**src/design/multiturn_angle_tracker_defines.svh**
```systemverilog
`ifndef MULTITURN_ANGLE_TRACKER_DEFINES_SVH
`define MULTITURN_ANGLE_TRACKER_DEFINES_SVH

// Same-cycle implication, checked outside reset.
`define MAT_ASSERT_NOW(label, ante, cons, msg) \
    label: assert property (@(posedge clk) disable iff (!rst_n) (ante) |-> (cons)) \
        else $error(msg);

// Next-cycle implication, checked outside reset.
`define MAT_ASSERT_NEXT(label, ante, cons, msg) \
    label: assert property (@(posedge clk) disable iff (!rst_n) (ante) |=> (cons)) \
        else $error(msg);

`endif

```
**src/design/mat_pkg.sv**
```systemverilog
package mat_pkg;

    localparam int ANGLE_W = 14;
    localparam int SUM_W   = 18;
    localparam int CNT_W   = 5;
    localparam int RATE_W  = 10;
    localparam int DIFF_W  = 15;
    localparam int TOTAL_W = 32;
    localparam int SPEED_W = 24;
    localparam int LOW_W   = 6;

    localparam logic [RATE_W-1:0] RATE_RESET = 10'd10;
    localparam logic signed [DIFF_W:0] HALF_TURN = 16'sd8192;
    localparam logic signed [DIFF_W:0] FULL_TURN = 16'sd16384;

    typedef enum logic
    {
        FUNC_SAMPLE = 1'b0,
        FUNC_REPORT = 1'b1
    } func_t;

    typedef struct packed
    {
        logic               valid;
        logic [ANGLE_W-1:0] angle;
    } sample_beat_t;

endpackage

```
**src/design/mat_avg.sv**
```systemverilog
module mat_avg #(
    parameter int SAMPLES = 5
) (
    input  logic                           clk,
    input  logic                           rst_n,
    input  mat_pkg::sample_beat_t          beat,
    output logic [mat_pkg::ANGLE_W-1:0]    position
);
    import mat_pkg::*;

    localparam int SHIFT = SUM_W + $clog2(SAMPLES);
    localparam int unsigned RECIP_INT = ((1 << SHIFT) + SAMPLES - 1) / SAMPLES;
    localparam logic [SHIFT:0] RECIP = RECIP_INT[SHIFT:0];
    localparam logic [CNT_W-1:0] COUNT_LIMIT = CNT_W'(SAMPLES);

    logic [SUM_W-1:0]       sum_reg, sum_next;
    logic [CNT_W-1:0]       cnt_reg, cnt_next;
    logic [ANGLE_W-1:0]     pos_reg, pos_next;
    logic                   nonzero;
    logic [SUM_W-1:0]       sum_inc;
    logic [CNT_W-1:0]       cnt_inc;
    logic [SUM_W+SHIFT:0]   product;

    assign nonzero = beat.valid && (beat.angle != '0);
    assign sum_inc = sum_reg + (nonzero ? {{(SUM_W-ANGLE_W){1'b0}}, beat.angle} : '0);
    assign cnt_inc = cnt_reg + {{(CNT_W-1){1'b0}}, nonzero};
    assign product = {{(SHIFT+1){1'b0}}, sum_inc} * {{SUM_W{1'b0}}, RECIP};

    always_comb
    begin
        sum_next = sum_reg;
        cnt_next = cnt_reg;
        pos_next = pos_reg;
        if (beat.valid)
        begin
            if (cnt_inc >= COUNT_LIMIT)
            begin
                sum_next = '0;
                cnt_next = '0;
                pos_next = product[SHIFT +: ANGLE_W];
            end
            else
            begin
                sum_next = sum_inc;
                cnt_next = cnt_inc;
            end
        end
    end

    always_ff @(posedge clk or negedge rst_n)
    begin
        if (!rst_n)
        begin
            sum_reg <= '0;
            cnt_reg <= '0;
            pos_reg <= '0;
        end
        else
        begin
            sum_reg <= sum_next;
            cnt_reg <= cnt_next;
            pos_reg <= pos_next;
        end
    end

    assign position = pos_reg;

endmodule

```
**src/design/multiturn_angle_tracker.sv**
```systemverilog
// Multiturn angle tracker. Sample beats (func 0) feed a running average of
// non-zero 14-bit angles; every SAMPLES of them set a new position. Report
// beats (func 1) return position, the wrapping 32-bit tick total and speed
// (wrapped tick step times report_rate_hz). The block takes one beat per
// cycle while input ready is high: a beat is held in the input register,
// then updates state and, for a report, loads the result register once
// that is free. Input ready drops only while a report waits behind a
// result not yet taken. Write report_rate_hz only when idle.
module multiturn_angle_tracker #(
    parameter int SAMPLES = 5
) (
    input  logic                                clk,
    input  logic                                rst_n,
    input  logic                                in_valid,
    output logic                                in_ready,
    input  logic                                func,
    input  logic [7:0]                          angle_high,
    input  logic [7:0]                          angle_low,
    input  logic                                read_ok,
    output logic                                out_valid,
    input  logic                                out_ready,
    output logic [mat_pkg::ANGLE_W-1:0]         position,
    output logic signed [mat_pkg::TOTAL_W-1:0]  total_ticks,
    output logic signed [mat_pkg::SPEED_W-1:0]  speed_q14,
    input  logic                                cfg_valid,
    output logic                                cfg_ready,
    input  logic [mat_pkg::RATE_W-1:0]          report_rate_hz
);
    import mat_pkg::*;
    `include "multiturn_angle_tracker_defines.svh"

    logic                       s1_valid_reg, s1_valid_next;
    func_t                      s1_func_reg;
    logic [ANGLE_W-1:0]         s1_angle_reg;
    logic                       out_valid_reg, out_valid_next;
    logic [RATE_W-1:0]          rate_reg;
    logic [ANGLE_W-1:0]         last_reg;
    logic [TOTAL_W-1:0]         total_reg;
    logic signed [SPEED_W-1:0]  speed_reg;

    logic                       out_free;
    logic                       s1_advance;
    logic                       report_fire;
    logic                       in_fire;
    sample_beat_t               beat;
    logic [ANGLE_W-1:0]         cur_pos;
    logic signed [DIFF_W:0]     diff_raw;
    logic signed [DIFF_W:0]     diff_wrap;
    logic signed [DIFF_W-1:0]   diff;
    logic signed [DIFF_W+RATE_W:0] speed_full;

    assign out_free    = !out_valid_reg || out_ready;
    assign s1_advance  = s1_valid_reg && ((s1_func_reg == FUNC_SAMPLE) || out_free);
    assign report_fire = s1_valid_reg && (s1_func_reg == FUNC_REPORT) && out_free;
    assign in_ready    = !s1_valid_reg || s1_advance;
    assign in_fire     = in_valid && in_ready;
    assign cfg_ready   = 1'b1;

    assign beat.valid = s1_valid_reg && (s1_func_reg == FUNC_SAMPLE);
    assign beat.angle = s1_angle_reg;

    mat_avg #(
        .SAMPLES (SAMPLES)
    ) u_avg (
        .clk      (clk),
        .rst_n    (rst_n),
        .beat     (beat),
        .position (cur_pos)
    );

    assign diff_raw = $signed({2'b00, cur_pos}) - $signed({2'b00, last_reg});

    always_comb
    begin
        diff_wrap = diff_raw;
        if (diff_raw > HALF_TURN)
        begin
            diff_wrap = diff_raw - FULL_TURN;
        end
        else if (diff_raw < -HALF_TURN)
        begin
            diff_wrap = diff_raw + FULL_TURN;
        end
    end

    assign diff       = diff_wrap[DIFF_W-1:0];
    assign speed_full = $signed({{(RATE_W+1){diff[DIFF_W-1]}}, diff})
                      * $signed({{(DIFF_W+1){1'b0}}, rate_reg});

    always_comb
    begin
        s1_valid_next = s1_valid_reg;
        if (in_fire)
        begin
            s1_valid_next = 1'b1;
        end
        else if (s1_advance)
        begin
            s1_valid_next = 1'b0;
        end
    end

    always_comb
    begin
        out_valid_next = out_valid_reg;
        if (report_fire)
        begin
            out_valid_next = 1'b1;
        end
        else if (out_ready)
        begin
            out_valid_next = 1'b0;
        end
    end

    always_ff @(posedge clk or negedge rst_n)
    begin
        if (!rst_n)
        begin
            s1_valid_reg  <= 1'b0;
            out_valid_reg <= 1'b0;
            rate_reg      <= RATE_RESET;
            last_reg      <= '0;
            total_reg     <= '0;
        end
        else
        begin
            s1_valid_reg  <= s1_valid_next;
            out_valid_reg <= out_valid_next;
            if (cfg_valid && cfg_ready)
            begin
                rate_reg <= report_rate_hz;
            end
            if (report_fire)
            begin
                last_reg  <= cur_pos;
                total_reg <= total_reg + {{(TOTAL_W-DIFF_W){diff[DIFF_W-1]}}, diff};
            end
        end
    end

    always_ff @(posedge clk)
    begin
        if (in_fire)
        begin
            s1_func_reg  <= func_t'(func);
            s1_angle_reg <= read_ok ? {angle_high, angle_low[LOW_W-1:0]} : '0;
        end
        if (report_fire)
        begin
            speed_reg <= speed_full[SPEED_W-1:0];
        end
    end

    assign out_valid   = out_valid_reg;
    assign position    = last_reg;
    assign total_ticks = total_reg;
    assign speed_q14   = speed_reg;

    `MAT_ASSERT_NOW(a_result_from_report, $rose(out_valid_reg), $past(report_fire),
        "result appeared without a report beat")
    `MAT_ASSERT_NEXT(a_total_holds, !report_fire, $stable(total_reg) && $stable(last_reg),
        "tick total or last position moved without a report")
    `MAT_ASSERT_NOW(a_stall_cause, !in_ready,
        s1_valid_reg && (s1_func_reg == FUNC_REPORT) && out_valid_reg && !out_ready,
        "input stalled without a blocked report")

endmodule
```
**config.mk**
```make
export PLATFORM = sky130hd
export DESIGN_NAME = multiturn_angle_tracker
export DESIGN_NICKNAME = d
export VERILOG_FILES = /design/src/design/mat_pkg.sv /design/src/design/mat_avg.sv /design/src/design/multiturn_angle_tracker.sv
export VERILOG_INCLUDE_DIRS = /design/src /design/src/design
export SDC_FILE = /design/constraint.sdc
export NUM_CORES = 1
export LEC_CHECK = 0
export ABC_CLOCK_PERIOD_IN_PS = 20700
export BUFFER_PORTS_ARGS = -buffer_cell sky130_fd_sc_hd__buf_2
export CORE_MARGIN = 8
export CORE_UTILIZATION = 60
export CTS_CLUSTER_SIZE = 24
export DETAILED_ROUTE_END_ITERATION = 8
export PLACE_DENSITY = 0.78
export SLEW_MARGIN = 20
export SYNTH_ARGS = -nofsm -noshare
export SYNTH_HDL_FRONTEND = slang
export SYNTH_SLANG_ARGS = --single-unit
```
**constraint.sdc**
```tcl
create_clock -name clk -period 20.7 [get_ports clk]
set_clock_uncertainty 0.05 [all_clocks]
set_input_delay 1.035 -clock clk [delete_from_list [all_inputs] [get_ports clk]]
set_output_delay 1.035 -clock clk [all_outputs]
set_load 0.1 [all_outputs]
```
# After elaboration in Yosys (flattened, before gate mapping)
# Cells that the tools add are included.
classes:
  addsub: 6
  mul: 2
  div: 0
  order_cmp: 3
  n_eq_ne: 0
  shifts: 0
  mux: 9
  bitwise_logic: 1
  reduce_logical: 15
ops:
  columns: ["op", "n"]
  rows:
  - ["$mul A18 B19 Y35 const B", 1]
  - ["$add A32 B32 Y32", 1]
  - ["$mux W15", 2]
  - ["$mul A15 B11 Y24", 1]
  - ["$add A18 B18 Y18", 1]
  - ["$mux W18", 1]
  - ["$add A15 B15 Y15 const B", 1]
  - ["$gt A15 B15 Y1 const B", 1]
  - ["$lt A15 B14 Y1 const B", 1]
  - ["$sub A14 B14 Y15", 1]
  - ["$sub A15 B15 Y15 const B", 1]
  - ["$mux W14", 1]
  - ["$reduce_bool A14 Y1", 1]
  - ["$logic_and A1 B1 Y1", 6]
  - ["$add A5 B1 Y5", 1]
  - ["$ge A5 B3 Y1 const B", 1]
  - ["$mux W5", 1]
  - ["$mux W1", 4]
  - ["$reduce_bool A2 Y1", 2]
  - ["$logic_or A1 B1 Y1", 3]
  - ["$logic_not A1 Y1", 2]
  - ["$reduce_and A2 Y1", 1]
  - ["$not A1 Y1", 1]
word_totals:
  register_bits: 134
  latchBits: 0
  ram_bits: 0
  mem_bits_ro: 0
  output_inout_bits: 73
  wordCells: 47
  memories: 0

# Logic depth before layout (Yosys ltp)
# Gate-level depths: netlist of the first run.
depth:
  ltp_word: 7
  ltp_mapped: 37

# Hierarchy
# Synthesis of the first run repeated with hierarchy kept, for this count alone.
hier_totals:
  cells_unflattened: 1932
  area_unflattened_um2: 18298.8
by_module_without_submodules:
  columns: ["module", "instances", "cells_per_inst", "area_per_inst_um2", "seq_area_each_um2"]
  rows:
  - ["multiturn_angle_tracker", 1, 1187, 11146.9, 2625.0]
  - ["mat_avg", 1, 745, 7151.9, 925.9]

# Worst setup path after synthesis of the first run
# Ideal clock, no wire load.
synth_timing:
  path_kind: "reg-to-reg"
  from: "reg s1_angle_reg[2]"
  to: "reg u_avg.pos_reg[12], in the netlist u_avg.position[12]"
  setup_time_ps: 134
  arrival_ps: 8490
  t_required_ps: 20516
  slack_ps: 12026
  stages_incl_launch_ff: 36
  path_buffers: 0
  path_cell_list: "edfxtp_1 > or4_1 > nor3_1 > a31oi_1 > and2_1 > ha_1 > nor2b_1 > o21ai_0 > a21boi_0 > o2111ai_1 > a31o_2 > o21ai_0 > and3_1 > xnor2_1 > ha_1 > inv_1 > ha_1 > or2_2 > fa_1 > inv_1 > fa_1 > fa_1 > fa_1 > fa_1 > inv_1 > ha_1 > a21o_1 > a21o_1 > a21oi_1 > o22ai_1 > o2111ai_1 > a31oi_1 > a21o_1 > a21oi_1 > xor2_1 > o21ai_0"
synth_between:
  elab_chain_cells: 5
synth_lines:
  columns: ["element", "line_no", "rtl"]
  rows:
  - ["start, declared", "multiturn_angle_tracker.sv:34", "logic [ANGLE_W-1:0] s1_angle_reg;"]
  - ["start signal, assigned", "multiturn_angle_tracker.sv:147", "s1_angle_reg <= read_ok ? {angle_high, angle_low[LOW_W-1:0]} : '0;"]
  - ["$reduce_bool A14 Y1", "mat_avg.sv:24", "assign nonzero = beat.valid && (beat.angle != '0);"]
  - ["$logic_and A1 B1 Y1", "mat_avg.sv:24", null]
  - ["$mux W14 / $add A5 B1 Y5 (equally long branches)", "mat_avg.sv:25, mat_avg.sv:26", null]
  - ["$add A18 B18 Y18 / $ge A5 B3 Y1 (equally long branches)", "mat_avg.sv:25, mat_avg.sv:36", null]
  - ["$mul A18 B19 Y35 / $reduce_and A2 Y1 (equally long branches)", null, null]
  - ["end signal, assigned", "mat_avg.sv:62", "pos_reg <= pos_next;"]
  - ["end, declared", "mat_avg.sv:18", "logic [ANGLE_W-1:0] pos_reg, pos_next;"]
# Several ways; a longest one is shown, not always the timed one.
# A chain may end at the register's enable or synchronous reset.

# Worst setup path after layout of the first run
layout_timing:
  from: "reg s1_angle_reg[3]"
  to: "reg u_avg.pos_reg[12], in the netlist u_avg.position[12]"
# Same word-level chain as after synthesis.

==> run metrics, run 1 <==
status=complete, no violations; fin cells=~2.3k; crit path max-delay cell type=fa_1; Bufs on Longest Clock Path=2; Iter 0 DRT Violations=724; Worst Path Required=20.94 ns; total of cells resized after clock tree synthesis=0; Finish-stage setup viols=0; TritonCTS clock tree=yes; crit path capture type=flop; TritonRoute pass-1 iters=7; number of enable flip-flop cells after synthesis=39; final core utilization=between 60% and 70%; DRT antenna net count=0; largest net degree at the start of global routing=between 60 and 70; FF-to-FF path depth=35; die footprint=between 30000 and 40000 sq um; Avg WL per Cell=approximately 16 microns; total CTS buffers=17; DP HPWL=approximately 31000 microns; clk_lat worst skew=0.45 ns; syn_area_per_cell=around 9.5 sq um; clk root buf=clkbuf_16; CTS hold repair buffers=0; Cell Rows=63; Total Routed Length=38400 microns; nets=~2.4k; RSZ-0062 raised after global routing=false; I/O Buffers=102; CTS Sinks=approximately 130; Worst R2R Start=s1_angle_reg[3]$_SDFFCE_PN0P_; Critical R2R Capture=u_avg.position[12]$_DFFE_PN0P_; GR Overflow Total=0; Core Area=a little under 30000 sq um; slowest stage delay, CP=between 0.5 and 0.6 ns; drc violations=0; Hold Crit Depth=1; Synth area leaders=fa_1, ha_1, dfrtp_1; f_max=0.0998 GHz; Setup TNS=0 ns; global-route usage over all layers=a little under a quarter; Slew Viols, Final=0; minimum clock period=around 10 ns; Yosys cell types=68; placed insts=between 2k and 2.5k; Relative slew margins=between 30% and 40%; area post-placement=about 19000 sq um; most used cell, CP=fa_1; Synth-to-Final Area Change=8.67%; layout cells sized above 1=roughly 9%; Post-Syn Area=about 18000 sq um; Mapped Cells=1851; CTS clk-pin slew, worst paths=roughly 0.070 ns; WP data arrival=around 10 ns; Layout fillers=2371; max cap viols=0; Seq cells post-synth=134; Slew @ Worst Pin=between 1 and 1.5 ns; Synth top area share=between 20% and 30%; crit share post-route=approximately half; initial antenna violation count=0; fin area=19200 sq um; Net Count, Synth=~2.3k; Antenna diodes=0; die height=188 microns; routed via count=13.0k; critical path class=reg -> reg; Hold Crit Start=total_ticks[31]$_DFFE_PN0P_; H-tree Lvls=4; register-to-register setup slack=10.68 ns; Die W=188 microns; IO Pins=around 110; Hold EP=total_ticks[31]$_DFFE_PN0P_; Synth warnings=0; Hold Crit Class=reg -> reg; Routability Congestion=between 0.8 and 0.9; Post-CTS Setup Inserts=0; area leader, netlist=fa_1; drt via density=between 5 and 6; Initial Util=roughly 60%; top_reg_cell synth=dfrtp_1; register area share after synthesis=around 20%; number of global-route vias before repair=around 14k; CP Launch Type=flop; first-pass GRT wire length=65200 microns; CP max FO=4; asr flop ratio synth=between 70 and 80%; max reg flops=32; Hold Vio Cnt, Final=0
==> cells by family (layout without fill, tap and decap cells) <==
kind of cell | after synthesis | count (layout) | share of synthesized area [%]
AND/OR/NAND/NOR | 476 | 476 | 13.4
multiplexers | 12 | 12 | 0.758
other | 1 | 1 | 0.0212
buffers and inverters | 390 | 495 | 8.31
adder cells (fa/ha/maj) | 465 | 465 | 42.7
XOR/XNOR | 97 | 97 | 4.81
flip-flops | 134 | 134 | 20.1
AO/OA/AOI/OAI | 276 | 276 | 9.82
==> metal layers <==
metal | track usage, % | up-vias | wire length [microns]
met2 | 40.1 | 355 | 19600
met1 | 27.0 | 6402 | 16000
li1 | - | 6147 | -
met5 | 0 | - | 0
met3 | 4.23 | 64 | 1900
met4 | 8.00 | 0 | 954
==> stage by stage <==
stage               setup slack, ns  hold slack [ns]
global placement              11.10            0.404
global route                  10.23            0.441
floorplan                     12.03            0.400
CTS                           10.75            0.418
finish                        10.68            0.415
detailed placement            10.80            0.410
==> Yosys cell counts (20+ instances only) <==
cell and number:
fa_1 230, o21ai_0 102, inv_1 342, xor2_1 34
nand2_1 188, dfrtp_1 93, and2_1 119, xnor2_1 63
nor3_1 21, a21oi_1 51, clkbuf_1 45, nand3_1 20
a21o_1 27, edfxtp_1 39, nor2_1 52, ha_1 235
==> cells in the final DEF (no fill, tap or decap), types with 5 or more instances in the layout <==
master,count
nor2_1,52
o21bai_1,9
a21o_1,27
a21oi_1,51
inv_6,5
ha_1,235
o21ai_0,102
a22o_1,5
a211oi_1,7
xor2_1,34
fa_1,230
buf_2,101
a31oi_1,5
inv_1,341
nand3_1,19
o31ai_1,15
xnor2_1,63
and2_1,119
nor2b_1,15
and3_1,10
edfxtp_1,39
nor3_1,21
buf_4,19
nand3b_1,5
and2b_1,8
dfrtp_1,93
mux2_2,11
or3_1,9
o21a_1,13
nand2b_1,12
clkbuf_16,17
nand2_1,188
==> area by class of cell <==
class | count | area [sq um] | share of cell area, %
tap | 390 | 488 | 2.54
timing repair buffer | 120 | 648 | 3.38
clock buffer | 17 | 425 | 2.22
sequential | 134 | 3550 | 18.5
clock inverter | 15 | 144 | 0.750
multi-input combinational | 1327 | 12600 | 65.9
inverter | 343 | 1290 | 6.71
==> worst max-delay path, delay by kind of cell (launching register included) <==
family | cells | cell delay [ns]
AO/OA/AOI/OAI | 15 | 3.41
XOR/XNOR | 2 | 0.28
adder cells (fa/ha/maj) | 9 | 3.86
buffers and inverters | 3 | 0.20
flip-flops | 1 | 0.41
AND/OR/NAND/NOR | 6 | 1.66
==> worst max-delay path by stage <==
stage,startpoint,endpoint
3_5_place_dp,s1_angle_reg[3]$_SDFFCE_PN0P_,u_avg.position[12]$_DFFE_PN0P_
6_report,s1_angle_reg[3]$_SDFFCE_PN0P_,u_avg.position[12]$_DFFE_PN0P_
3_3_place_gp,s1_angle_reg[3]$_SDFFCE_PN0P_,u_avg.position[12]$_DFFE_PN0P_
5_1_grt,s1_angle_reg[3]$_SDFFCE_PN0P_,u_avg.position[12]$_DFFE_PN0P_
4_1_cts,s1_angle_reg[3]$_SDFFCE_PN0P_,u_avg.position[12]$_DFFE_PN0P_
2_1_floorplan,s1_angle_reg[2]$_SDFFCE_PN0P_,u_avg.position[12]$_DFFE_PN0P_
Power of run 1 is left out: the tool's default activity adds up to more than one toggle a clock period on the data nets, which glitch-free logic cannot reach.
==> inputs of run 2 (changes only) <==
--- a/config.mk
+++ b/config.mk
@@ -6,13 +6,13 @@
 export SDC_FILE = /design/constraint.sdc
 export NUM_CORES = 1
 export LEC_CHECK = 0
-export ABC_CLOCK_PERIOD_IN_PS = 20700
+export ABC_CLOCK_PERIOD_IN_PS = 8320
 export BUFFER_PORTS_ARGS = -buffer_cell sky130_fd_sc_hd__buf_2
 export CORE_MARGIN = 8
-export CORE_UTILIZATION = 60
+export CORE_UTILIZATION = 58
 export CTS_CLUSTER_SIZE = 24
 export DETAILED_ROUTE_END_ITERATION = 8
-export PLACE_DENSITY = 0.78
+export PLACE_DENSITY = 0.79
 export SLEW_MARGIN = 20
 export SYNTH_ARGS = -nofsm -noshare
 export SYNTH_HDL_FRONTEND = slang
==> constraint.sdc (replaced) <==
create_clock -name clk -period 8.32 [get_ports clk]
set_clock_uncertainty 0.05 [all_clocks]
set_input_delay 0.416 -clock clk [delete_from_list [all_inputs] [get_ports clk]]
set_output_delay 0.416 -clock clk [all_outputs]
set_load 0.1 [all_outputs]
==> run 2 against run 1 <==
  * The flow now finishes with violations (setup timing)
  * Non-clock buffer count grew 143
  * Worst setup slack lost 11 ns
  * Largest cell class unchanged
  * Global-route usage grew 1.7 points
  * First-iteration DRC count grew 16%
  * Critical path depth shrank 1
  * Core utilization grew 3.4 points
  * Cell area grew 8.5%
  * Cell count grew 6.4%
  * Flip-flop and latch count is the same
==> run metrics, run 2 (synthesis results as in run 1) <==
global-route usage over all layers=24.3%; Cell Rows=64; Antenna diodes=0; Routability Congestion=0.945; layout cells sized above 1=19.3%; nets=2584; Hold Crit Class=in -> reg; routed via count=between 10k and 15k; most frequent cells in the layout=inv_1, fa_1, ha_1, nand2_1, buf_4; crit path capture type=flop; clk root buf=clkbuf_16; CP max FO=3; Core Area=approximately 30000 sq um; Hold Crit Depth=1; Placement Setup Slack=-0.660 ns; status=complete, but fails checks; Bufs on Longest Clock Path=2; drc violations=0; WP data arrival=around 8.9 ns; clk_lat worst skew=roughly 0.46 ns; TritonCTS clock tree=yes; f_max=approximately 0.12 GHz; TritonRoute pass-1 iters=7; worst hold slack=slightly above 0.1 ns; GR Overflow Total=0; DP HPWL=~33000 microns; CTS clk-pin slew, worst paths=~0.06 ns; largest net degree at the start of global routing=65; drt via density=~5.5; first-pass GRT wire length=~71000 microns; Worst Path Required=between 8 and 9 ns; Hold Vio Cnt, Final=0; Initial Util=between 50% and 60%; CTS Sinks=between 100 and 150; number of global-route vias before repair=14.7k; minimum clock period=just under 9 ns; H-tree Lvls=4; Total Routed Length=between 40000 and 50000 microns; Finish-stage setup viols=12; Iter 0 DRT Violations=approximately 840; failing checks=setup timing; I/O Buffers=102; max reg flops=32; Avg WL per Cell=around 17 microns; final core utilization=around 69%; DRT antenna net count=0; CP Launch Type=flop; initial antenna violation count=0; slowest stage delay, CP=roughly 0.67 ns; Slew Viols, Final=0; crit share post-route=104%; die height=190 microns; Synth-to-Final Area Change=17.9%; most used cell, CP=fa_1; Slew @ Worst Pin=1.06 ns; Die W=190 microns; FF-to-FF path depth=34; die footprint=approximately 36000 sq um; Final WS setup=-0.345 ns; commonest non-fill, non-tap cell in the layout=inv_1; crit path max-delay cell type=nor4_1; max cap viols=0; critical path class=reg -> reg; IO Pins=approximately 110; RSZ-0062 raised after global routing=true; total CTS buffers=17; Relative slew margins=a little under 30%
[run 2: cell count changes in the layout (fill, tap and decap cells not counted), sizes merged]
cell,change
clkinvlp,-2
inv,+2
buf,+142
dlygate4sd3,+1
[run 2: repair_timing]
action | 4_1_cts | 5_1_grt
setup buffers | 49 | 25
hold buffers | 1 | 0
gates resized for setup | 51 | 67
hold endpoints to repair | 29 | 0
pin swaps | 37 | 33
endpoints found under the setup margin | 12 | 37
[run 2: per-stage QoR]
stage	TNS, ns	instance area (sq um)	cells
finish	-2.23	20800	2495
global route	-5.70	20800	2495
CTS	-0.0877	20300	2471
detailed placement	-4.42	19200	2390
global placement	-1.57	19200	2390
floorplan	-0.139	17700	1851
[run 2: final cells by class]
| class | instances | area [sq um] |
|---|---|---|
| clock buffers | 17 | 425 |
| multi-input cells | 1327 | 13100 |
| well taps | 396 | 495 |
| clock inverters | 15 | 161 |
| inverters | 343 | 1290 |
| repair buffers | 263 | 1740 |
| fillers | 2200 | 9450 |
| flip-flops and latches | 134 | 3550 |
[run 2: layer usage]
| layer | part of all wire, % | vias up | wire length [microns] | track usage (%) |
|---|---|---|---|---|
| met1 | 39 | 6798 | 16900 | 28.2 |
| met5 | 0 | - | 0 | 0 |
| met2 | 52 | 440 | 22500 | 43.1 |
| met4 | 3.8 | 0 | 1670 | 11.1 |
| li1 | - | 6429 | - | - |
| met3 | 5.6 | 115 | 2430 | 4.44 |
[run 2: worst paths after layout]
| path | startpoint | to | slack (ns) |
|---|---|---|---|
| setup / recovery | s1_angle_reg[7]$_SDFFCE_PN0P_ | u_avg.position[12]$_DFFE_PN0P_ | -0.34 |
| hold / removal | func | s1_func_reg$_DFFE_PP_ | 0.10 |
| setup reg to reg | s1_angle_reg[7]$_SDFFCE_PN0P_ | u_avg.position[12]$_DFFE_PN0P_ | -0.34 |
| hold reg to reg | total_ticks[31]$_DFFE_PN0P_ | total_ticks[31]$_DFFE_PN0P_ | 0.42 |
| max in group asynchronous | rst_n | position[0]$_DFFE_PN0P_ | 6.62 |
| min in group asynchronous | rst_n | total_ticks[31]$_DFFE_PN0P_ | 0.39 |
[run 2: critical path: cells and delay by family (launching register included)]
family / cells / cell delay [ns]
xor+xnor: 2 / 0.25
buf+inv: 4 / 0.36
compound gates: 15 / 2.65
simple gates: 4 / 1.17
fa+ha+maj: 9 / 3.65
flops: 1 / 0.42
Power of run 2 is left out for the same reason.
